`src/rtl/core/msrf_pkg.sv`:
```
package msrf_pkg;

    localparam int CHANNELS   = 7;
    localparam int CHAN_W     = 3;
    localparam int DATA_W     = 16;
    localparam int CLIP_W     = 16;
    localparam int REJ_W      = 4;
    localparam int CFG_ADDR_W = 8;
    localparam int CFG_DATA_W = 16;

    localparam logic [CLIP_W-1:0] CLIP_RESET   = 16'd2560;  // 20 degC in Q8.7
    localparam logic [REJ_W-1:0]  REJECT_RESET = 4'd2;

    localparam logic [CFG_ADDR_W-1:0] REG_CLIP_LIMIT   = 8'd0;
    localparam logic [CFG_ADDR_W-1:0] REG_REJECT_LIMIT = 8'd1;

    typedef enum logic [1:0] {
        ST_FIRST  = 2'd0,
        ST_WITHIN = 2'd1,
        ST_HELD   = 2'd2,
        ST_FORCED = 2'd3
    } status_t;

    typedef struct packed {
        logic [CHAN_W-1:0]        channel;
        logic signed [DATA_W-1:0] sample;
    } item_t;

    typedef struct packed {
        logic [CHAN_W-1:0]        channel;
        logic signed [DATA_W-1:0] filtered;
        status_t                  status;
    } result_t;

    typedef struct packed {
        logic [CLIP_W-1:0] clip_limit;
        logic [REJ_W-1:0]  reject_limit;
    } limits_t;

endpackage

```
`src/rtl/core/msrf_ifs.sv`:
```
interface msrf_sample_if;
    logic                                 valid;
    logic                                 ready;
    logic [msrf_pkg::CHAN_W-1:0]          channel;
    logic signed [msrf_pkg::DATA_W-1:0]   sample;

    modport source (output valid, output channel, output sample, input ready);
    modport sink   (input valid, input channel, input sample, output ready);
endinterface

interface msrf_result_if;
    logic                                 valid;
    logic                                 ready;
    logic [msrf_pkg::CHAN_W-1:0]          out_channel;
    logic signed [msrf_pkg::DATA_W-1:0]   filtered;
    msrf_pkg::status_t                    status;

    modport source (output valid, output out_channel, output filtered, output status,
                    input ready);
    modport sink   (input valid, input out_channel, input filtered, input status,
                    output ready);
endinterface

interface msrf_cfg_if;
    logic                                 valid;
    logic                                 ready;
    logic [msrf_pkg::CFG_ADDR_W-1:0]      index;
    logic [msrf_pkg::CFG_DATA_W-1:0]      data;

    modport source (output valid, output index, output data, input ready);
    modport sink   (input valid, input index, input data, output ready);
endinterface

```
`src/rtl/core/msrf_chan_bank.sv`:
```
// Per-channel state and the accept/hold/force decision for one item.
module msrf_chan_bank (
    input  logic              clk,
    input  logic              rst_n,
    input  msrf_pkg::item_t   item,
    input  logic              update,
    input  msrf_pkg::limits_t limits,
    output msrf_pkg::result_t result
);

    logic signed [msrf_pkg::DATA_W-1:0] last_value_reg [msrf_pkg::CHANNELS];
    logic [msrf_pkg::REJ_W-1:0]         reject_count_reg [msrf_pkg::CHANNELS];
    logic [msrf_pkg::CHANNELS-1:0]      seen_reg;

    logic                               in_range;
    logic signed [msrf_pkg::DATA_W-1:0] cur_last;
    logic [msrf_pkg::REJ_W-1:0]         cur_count;
    logic                               cur_seen;
    logic signed [msrf_pkg::DATA_W:0]   diff;
    logic [msrf_pkg::DATA_W:0]          mag;
    logic                               in_clip;
    logic signed [msrf_pkg::DATA_W-1:0] last_next;
    logic [msrf_pkg::REJ_W-1:0]         count_next;

    assign in_range  = 32'(item.channel) < msrf_pkg::CHANNELS;
    assign cur_last  = in_range ? last_value_reg[item.channel]   : '0;
    assign cur_count = in_range ? reject_count_reg[item.channel] : '0;
    assign cur_seen  = in_range ? seen_reg[item.channel]         : 1'b0;

    // exact 17-bit difference, magnitude never wraps
    assign diff    = {item.sample[msrf_pkg::DATA_W-1], item.sample}
                   - {cur_last[msrf_pkg::DATA_W-1], cur_last};
    assign mag     = diff[msrf_pkg::DATA_W] ? 17'(-diff) : 17'(diff);
    assign in_clip = mag < {1'b0, limits.clip_limit};

    always_comb
    begin
        result.channel  = item.channel;
        result.filtered = item.sample;
        result.status   = msrf_pkg::ST_FIRST;
        last_next       = item.sample;
        count_next      = '0;
        priority if (!in_range || !cur_seen)
        begin
            result.status = msrf_pkg::ST_FIRST;
        end
        else if (in_clip)
        begin
            result.status = msrf_pkg::ST_WITHIN;
        end
        else if (cur_count < limits.reject_limit)
        begin
            result.status   = msrf_pkg::ST_HELD;
            result.filtered = cur_last;
            last_next       = cur_last;
            count_next      = cur_count + 4'd1;
        end
        else
        begin
            result.status = msrf_pkg::ST_FORCED;
        end
    end

    always_ff @(posedge clk or negedge rst_n)
    begin
        if (!rst_n)
        begin
            for (int k = 0; k < msrf_pkg::CHANNELS; k++)
            begin
                last_value_reg[k]   <= '0;
                reject_count_reg[k] <= '0;
            end
            seen_reg <= '0;
        end
        else if (update && in_range)
        begin
            for (int k = 0; k < msrf_pkg::CHANNELS; k++)
            begin
                if (msrf_pkg::CHAN_W'(k) == item.channel)
                begin
                    last_value_reg[k]   <= last_next;
                    reject_count_reg[k] <= count_next;
                    seen_reg[k]         <= 1'b1;
                end
            end
        end
    end

endmodule

```
`src/rtl/core/multichannel_spike_reject_filter.sv`:
```
// Datapath: an input transfer loads stage 1, then the result register on advance
//   (input and result register, two stages deep).
// Throughput: one sample per cycle while results.ready holds; the per-channel state
//   read-modify-write lands on advance: same-channel back-to-back needs no stall.
// Reset (rst_n low, async): all channels unseen with value and count zero,
//   clip_limit = 2560 (20 degC), reject_limit = 2, pipeline empty.
module multichannel_spike_reject_filter (
    input  logic                 clk,
    input  logic                 rst_n,
    msrf_cfg_if.sink             cfg,
    msrf_sample_if.sink          samples,
    msrf_result_if.source        results
);

    // configuration registers; writes to unknown indexes are dropped
    msrf_pkg::limits_t limits_reg;

    // stage 1: captured sample
    logic              s1_valid_reg;
    msrf_pkg::item_t   s1_item_reg;

    // stage 2: result register
    logic              res_valid_reg;
    msrf_pkg::result_t res_reg;

    msrf_pkg::result_t res_next;
    logic              advance;
    logic              in_xfer;

    assign cfg.ready = 1'b1;

    always_ff @(posedge clk or negedge rst_n)
    begin
        if (!rst_n)
        begin
            limits_reg.clip_limit   <= msrf_pkg::CLIP_RESET;
            limits_reg.reject_limit <= msrf_pkg::REJECT_RESET;
        end
        else if (cfg.valid)
        begin
            if (cfg.index == msrf_pkg::REG_CLIP_LIMIT)
            begin
                limits_reg.clip_limit <= cfg.data[msrf_pkg::CLIP_W-1:0];
            end
            if (cfg.index == msrf_pkg::REG_REJECT_LIMIT)
            begin
                limits_reg.reject_limit <= cfg.data[msrf_pkg::REJ_W-1:0];
            end
        end
    end

    // Stage 1 moves into the result register when that register is empty or
    // being drained this cycle. The channel state updates on the same edge, so
    // the next sample in stage 1 always sees fresh state.
    assign advance       = s1_valid_reg && (!res_valid_reg || results.ready);
    assign samples.ready = !s1_valid_reg || advance;
    assign in_xfer       = samples.valid && samples.ready;

    always_ff @(posedge clk or negedge rst_n)
    begin
        if (!rst_n)
        begin
            s1_valid_reg <= 1'b0;
        end
        else if (in_xfer)
        begin
            s1_valid_reg <= 1'b1;
        end
        else if (advance)
        begin
            s1_valid_reg <= 1'b0;
        end
    end

    always_ff @(posedge clk)
    begin
        if (in_xfer)
        begin
            s1_item_reg.channel <= samples.channel;
            s1_item_reg.sample  <= samples.sample;
        end
    end

    msrf_chan_bank u_bank (
        .clk    (clk),
        .rst_n  (rst_n),
        .item   (s1_item_reg),
        .update (advance),
        .limits (limits_reg),
        .result (res_next)
    );

    always_ff @(posedge clk or negedge rst_n)
    begin
        if (!rst_n)
        begin
            res_valid_reg <= 1'b0;
        end
        else if (advance)
        begin
            res_valid_reg <= 1'b1;
        end
        else if (results.ready)
        begin
            res_valid_reg <= 1'b0;
        end
    end

    always_ff @(posedge clk)
    begin
        if (advance)
        begin
            res_reg <= res_next;
        end
    end

    assign results.valid       = res_valid_reg;
    assign results.out_channel = res_reg.channel;
    assign results.filtered    = res_reg.filtered;
    assign results.status      = res_reg.status;

    // a stalled stage 1 keeps its sample
    a_s1_hold: assert property (@(posedge clk) disable iff (!rst_n)
        (s1_valid_reg && !advance) |=> (s1_valid_reg && $stable(s1_item_reg)))
        else $error("stage 1 lost a sample while stalled");

    // every advance lands in the result register
    a_adv_lands: assert property (@(posedge clk) disable iff (!rst_n)
        advance |=> res_valid_reg)
        else $error("advanced sample missing from result register");

    // empty stage 1 never blocks the input
    a_ready_empty: assert property (@(posedge clk) disable iff (!rst_n)
        !s1_valid_reg |-> samples.ready)
        else $error("input blocked with stage 1 empty");

    // a held result echoes the channel of the item that produced it
    a_chan_copy: assert property (@(posedge clk) disable iff (!rst_n)
        advance |=> (res_reg.channel == $past(s1_item_reg.channel)))
        else $error("result channel does not match sample channel");

endmodule
```
`src/flat_wrapper.sv`:
```
// flat-port wrapper written by rule: the top's interface ports become plain ports
module multichannel_spike_reject_filter_flat 
  (clk, rst_n, cfg_valid, cfg_index, cfg_data, cfg_ready, samples_valid, samples_channel, samples_sample, samples_ready, results_valid, results_out_channel, results_filtered, results_status, results_ready);
  msrf_cfg_if cfg_i ();
  msrf_sample_if samples_i ();
  msrf_result_if results_i ();
  input  logic clk;
  input  logic rst_n;
  input wire logic [$bits(cfg_i.valid)-1:0] cfg_valid;
  input wire logic [$bits(cfg_i.index)-1:0] cfg_index;
  input wire logic [$bits(cfg_i.data)-1:0] cfg_data;
  output wire logic [$bits(cfg_i.ready)-1:0] cfg_ready;
  input wire logic [$bits(samples_i.valid)-1:0] samples_valid;
  input wire logic [$bits(samples_i.channel)-1:0] samples_channel;
  input wire logic [$bits(samples_i.sample)-1:0] samples_sample;
  output wire logic [$bits(samples_i.ready)-1:0] samples_ready;
  output wire logic [$bits(results_i.valid)-1:0] results_valid;
  output wire logic [$bits(results_i.out_channel)-1:0] results_out_channel;
  output wire logic [$bits(results_i.filtered)-1:0] results_filtered;
  output wire logic [$bits(results_i.status)-1:0] results_status;
  input wire logic [$bits(results_i.ready)-1:0] results_ready;
  assign cfg_i.valid = cfg_valid;
  assign cfg_i.index = cfg_index;
  assign cfg_i.data = cfg_data;
  assign cfg_ready = cfg_i.ready;
  assign samples_i.valid = samples_valid;
  assign samples_i.channel = samples_channel;
  assign samples_i.sample = samples_sample;
  assign samples_ready = samples_i.ready;
  assign results_valid = results_i.valid;
  assign results_out_channel = results_i.out_channel;
  assign results_filtered = results_i.filtered;
  assign results_status = results_i.status;
  assign results_i.ready = results_ready;
  multichannel_spike_reject_filter u_core (.clk(clk), .rst_n(rst_n), .cfg(cfg_i), .samples(samples_i), .results(results_i));
endmodule
```
`config.mk`:
```
export PLATFORM = sky130hd
export DESIGN_NAME = multichannel_spike_reject_filter_flat
export DESIGN_NICKNAME = d
export VERILOG_FILES = /design/src/rtl/core/msrf_pkg.sv /design/src/rtl/core/msrf_ifs.sv /design/src/rtl/core/msrf_chan_bank.sv /design/src/rtl/core/multichannel_spike_reject_filter.sv /design/src/flat_wrapper.sv
export SDC_FILE = /design/constraint.sdc
export NUM_CORES = 1
export LEC_CHECK = 0
export BUFFER_PORTS_ARGS = -buffer_cell sky130_fd_sc_hd__buf_2
export CORE_MARGIN = 2
export CORE_UTILIZATION = 50
export DETAILED_ROUTE_END_ITERATION = 10
export PLACE_DENSITY = 0.73
export SYNTH_ARGS = -nofsm -noshare
export SYNTH_HDL_FRONTEND = slang
export SYNTH_HIERARCHICAL = 1
export SYNTH_SLANG_ARGS = --single-unit
```
`constraint.sdc`:
```
create_clock -name clk -period 17.6 [get_ports clk]
set_input_delay 3.52 -clock clk [delete_from_list [all_inputs] [get_ports clk]]
set_output_delay 3.52 -clock clk [all_outputs]
set_load 0.01 [all_outputs]
```
==> Flow_metrics.wiki <==
{| class="wikitable"
! Metric !! Value
|-
| Worst supply voltage drop on vdd || 0.0000625 V
|-
| Leakage power || around 5 nW
|-
| Part of the total power dissipated in the clock network || 0.247
|-
| Switching share of power || 0.350
|-
| Slack of the worst reg-to-reg path || between 10 and 15 ns
|-
| Cell area after placement || around 11000 um2
|-
| Number of library cell types mapped by synthesis || just under 70
|-
| Critical path data required time || 14.08 ns
|-
| Most common flop cell mapped by yosys || dfrtp_1
|-
| DR pass1 iterations || 5
|-
| Fmax || 134 MHz
|-
| Post-Place Cells || 1328
|-
| Placeable core area || roughly 21000 um2
|-
| Total clock buffers created by CTS || 23
|-
| Count of non-filler cells in the finished layout || 1369
|-
| Worst-case reg-to-reg path depth || 23
|-
| Post_cts resized || 0
|-
| Setup TNS Final || 0 ns
|-
| Port Buffers || 70
|-
| Source-to-sink clock delay at the later pin of the worst-skew pair || about 0.51 ns
|-
| Average instance area after synthesis || 10.4 um2
|-
| Outcome || finished clean
|-
| Number of nets in the layout || about 1200
|-
| Sw Pwr || 645 uW
|-
| Reg power frac || 0.384
|-
| Critical path capture point type || output pin
|-
| Endpoint of the most critical setup path || samples_ready
|-
| Crit path max fanout || 3
|-
| Final number of setup-violating endpoints || 0
|-
| Hold Buf Count CTS || 0
|-
| Die W || 150 um
|-
| Worst setup path startpoint || results_ready
|-
| Clock-pin transition on the worst setup and hold timing paths || about 0.06 ns
|-
| Final core utilization || 0.570
|-
| Initial drt markers || between 400 and 500
|-
| FF+latch count, synth || about 210
|-
| Top-level I/O count || approximately 70
|-
| Number of remaining DRC errors || 0
|-
| First-pass GRT wire length || just under 40 mm
|-
| Detailed Place HPWL || approximately 15 mm
|-
| Number of antenna violations at the first check in global routing || 0
|-
| Height of the chip || roughly 150 um
|-
| Worst Setup Start Kind || input port
|-
| Worst-case headroom to the max-slew limit || 0.184
|-
| Design Area, Final || between 10000 and 15000 um2
|-
| Setup Crit Path Kind || input port to output pin
|-
| Share of synthesized area occupied by flip-flops and latches || 0.510
|-
| Total number of placement rows || 53
|-
| Top cells by instance count after synthesis || nor2_1, dfrtp_1, a21oi_1, inv_1, nand2_1
|-
| Worst R2R End || u_core/results.filtered[1]
|-
| Final number of max-transition violations || 0
|-
| Source of the worst register-to-register timing path || u_core/s1_item_reg[16]
|-
| EDFF count, synth || 40
|-
| Period Utilization, post-route || 0.425
|-
| Final weighted congestion in routability-driven placement || just over 0.8
|-
| Critical path data arrival time || between 3 and 4 ns
|-
| Area growth from synthesis to layout || 12.0%
|-
| Clock Tree Buf Depth || 3
|-
| Vias per std cell || 5.54
|-
| Diode insertion count for antenna repair || 0
|-
| Synth area leader || dfrtp_1
|-
| Transition time of the tightest slew-check pin || between 1 and 1.5 ns
|-
| Cell count after synthesis || just over 1000
|-
| Cell type of the slowest stage on the worst timing path || nand3b_1
|-
| Number of global-route vias before repair || roughly 7500
|-
| DRT antenna net count || 0
|-
| Root buffer cell || clkbuf_16
|-
| Total power || around 1.8 mW
|-
| DIE AREA || 22500 um2
|-
| Number of nets in the synthesized netlist || between 1000 and 1500
|-
| Total global-route track usage || 0.216
|-
| Clock tree skew after final layout || between 0.015 and 0.02 ns
|-
| Minimum hold slack || ~0.47 ns
|-
| Delay of the slowest cell on the worst path || 0.17 ns
|-
| Max FFs per register || between 100 and 150
|-
| Max-cap violation count || 0
|-
| Asr flop ratio synth || 0.809
|-
| TritonCTS clock tree || yes
|-
| Leading post-synthesis cells by cell area || dfrtp_1, edfxtp_1, a21oi_1
|-
| Total detailed-routing wirelength || ~24 mm
|-
| Post-synth top area share || 0.390
|-
| Cell seen most often among critical-path stages || buf_2
|-
| Routed wire length per instance || 17.4 um
|-
| Internal power contribution || 1.20 mW
|-
| Largest net degree at the start of global routing || 88
|-
| Via count || between 7000 and 8000
|-
| Combinational power share || 0.369
|-
| Post-CTS setup buffer count || 0
|-
| RSZ-0062 raised after global routing || false
|-
| Type of the worst min-delay path || flip-flop to flip-flop
|-
| Minimum period implied by the final worst setup slack || around 7.5 ns
|-
| Share of post-route cells with drive strength above 1 || 0.200
|-
| Power density cells || ~150 nW/um2
|-
| Placement Setup Slack || ~10 ns
|-
| Total congestion overflow || 0
|-
| Most frequent cell after synthesis || nor2_1
|-
| H-Tree Level Count || 1
|-
| Yosys warns || 6
|-
| # clock sinks || ~210
|-
| Effective utilization at floorplan || 0.509
|-
| Worst path setup slack after routing || 10.13 ns
|-
| Number of failing hold endpoints at the final stage || 0
|-
| Crit-path cells || buf_2, nand3b_1, buf_2
|-
| Area of the mapped netlist || roughly 11000 um2
|}
cells in the final DEF (no fill, tap or decap), types with 24 or more instances in the layout:
| cell type | synthesis | final |
|---|---|---|
| buf_2 | 4 | 69 |
| nand2_1 | 49 | 49 |
| dfrtp_1 | 166 | 166 |
| ha_1 | 36 | 36 |
| nor2_1 | 177 | 173 |
| edfxtp_1 | 40 | 40 |
| inv_1 | 60 | 60 |
| mux2i_1 | 32 | 32 |
| mux2_2 | 24 | 24 |
| a21oi_1 | 147 | 147 |
| o21ai_0 | 34 | 34 |
routing by layer:
metal  vias up  share of wire  track usage
li1       3681              -            -
met1      3658           0.45        0.300
met2       206           0.47        0.350
met3        38          0.062       0.0421
met4         0          0.021       0.0594
met5         -              0            0
worst min path at each step:
stage | slack, ns | to | startpoint | depth (start not counted)
2_1_floorplan | 0.43 | u_core/u_bank/seen_reg[2] | u_core/u_bank/seen_reg[2] | 1
3_3_place_gp | 0.44 | u_core/u_bank/seen_reg[0] | u_core/u_bank/seen_reg[0] | 1
3_5_place_dp | 0.45 | u_core/u_bank/seen_reg[5] | u_core/u_bank/seen_reg[5] | 1
4_1_cts | 0.47 | u_core/u_bank/seen_reg[5] | u_core/u_bank/seen_reg[5] | 1
5_1_grt | 0.49 | u_core/u_bank/seen_reg[3] | u_core/u_bank/seen_reg[3] | 1
6_report | 0.47 | u_core/u_bank/seen_reg[3] | u_core/u_bank/seen_reg[3] | 1
kinds of logic after synthesis:
logic type               after synthesis  synth area share
XOR/XNOR                              25            0.0205
AO/OA/AOI/OAI                        258             0.146
adder cells (fa/ha/maj)               37            0.0441
other                                  1          0.000352
multiplexers                          84             0.111
flip-flops                           209             0.510
buffers and inverters                114            0.0456
AND/OR/NAND/NOR                      295             0.123
power by group through the flow:
| stage | clock [mW] | combinational, mW | sequential (mW) |
|---|---|---|---|
| floorplan | 0 | 0.535 | 0.700 |
| global placement | 0 | 0.654 | 0.709 |
| detailed placement | 0 | 0.676 | 0.714 |
| CTS | 0.465 | 0.680 | 0.707 |
| global route | 0.490 | 0.765 | 0.723 |
| finish | 0.455 | 0.679 | 0.708 |
critical path, delay by kind of cell:
family,cells,cell delay [ns]
buffers and inverters,2,0.26
AND/OR/NAND/NOR,1,0.17
final cells by class:
type	count	area, um2
fillers	1783	9010
flip-flops and latches	209	5430
multi-input cells	700	4770
clock buffers	29	618
repair buffers	84	462
well taps	275	344
inverters	60	225
clock inverters	12	91.3
Note: power is estimated with default switching activity, not from simulation.
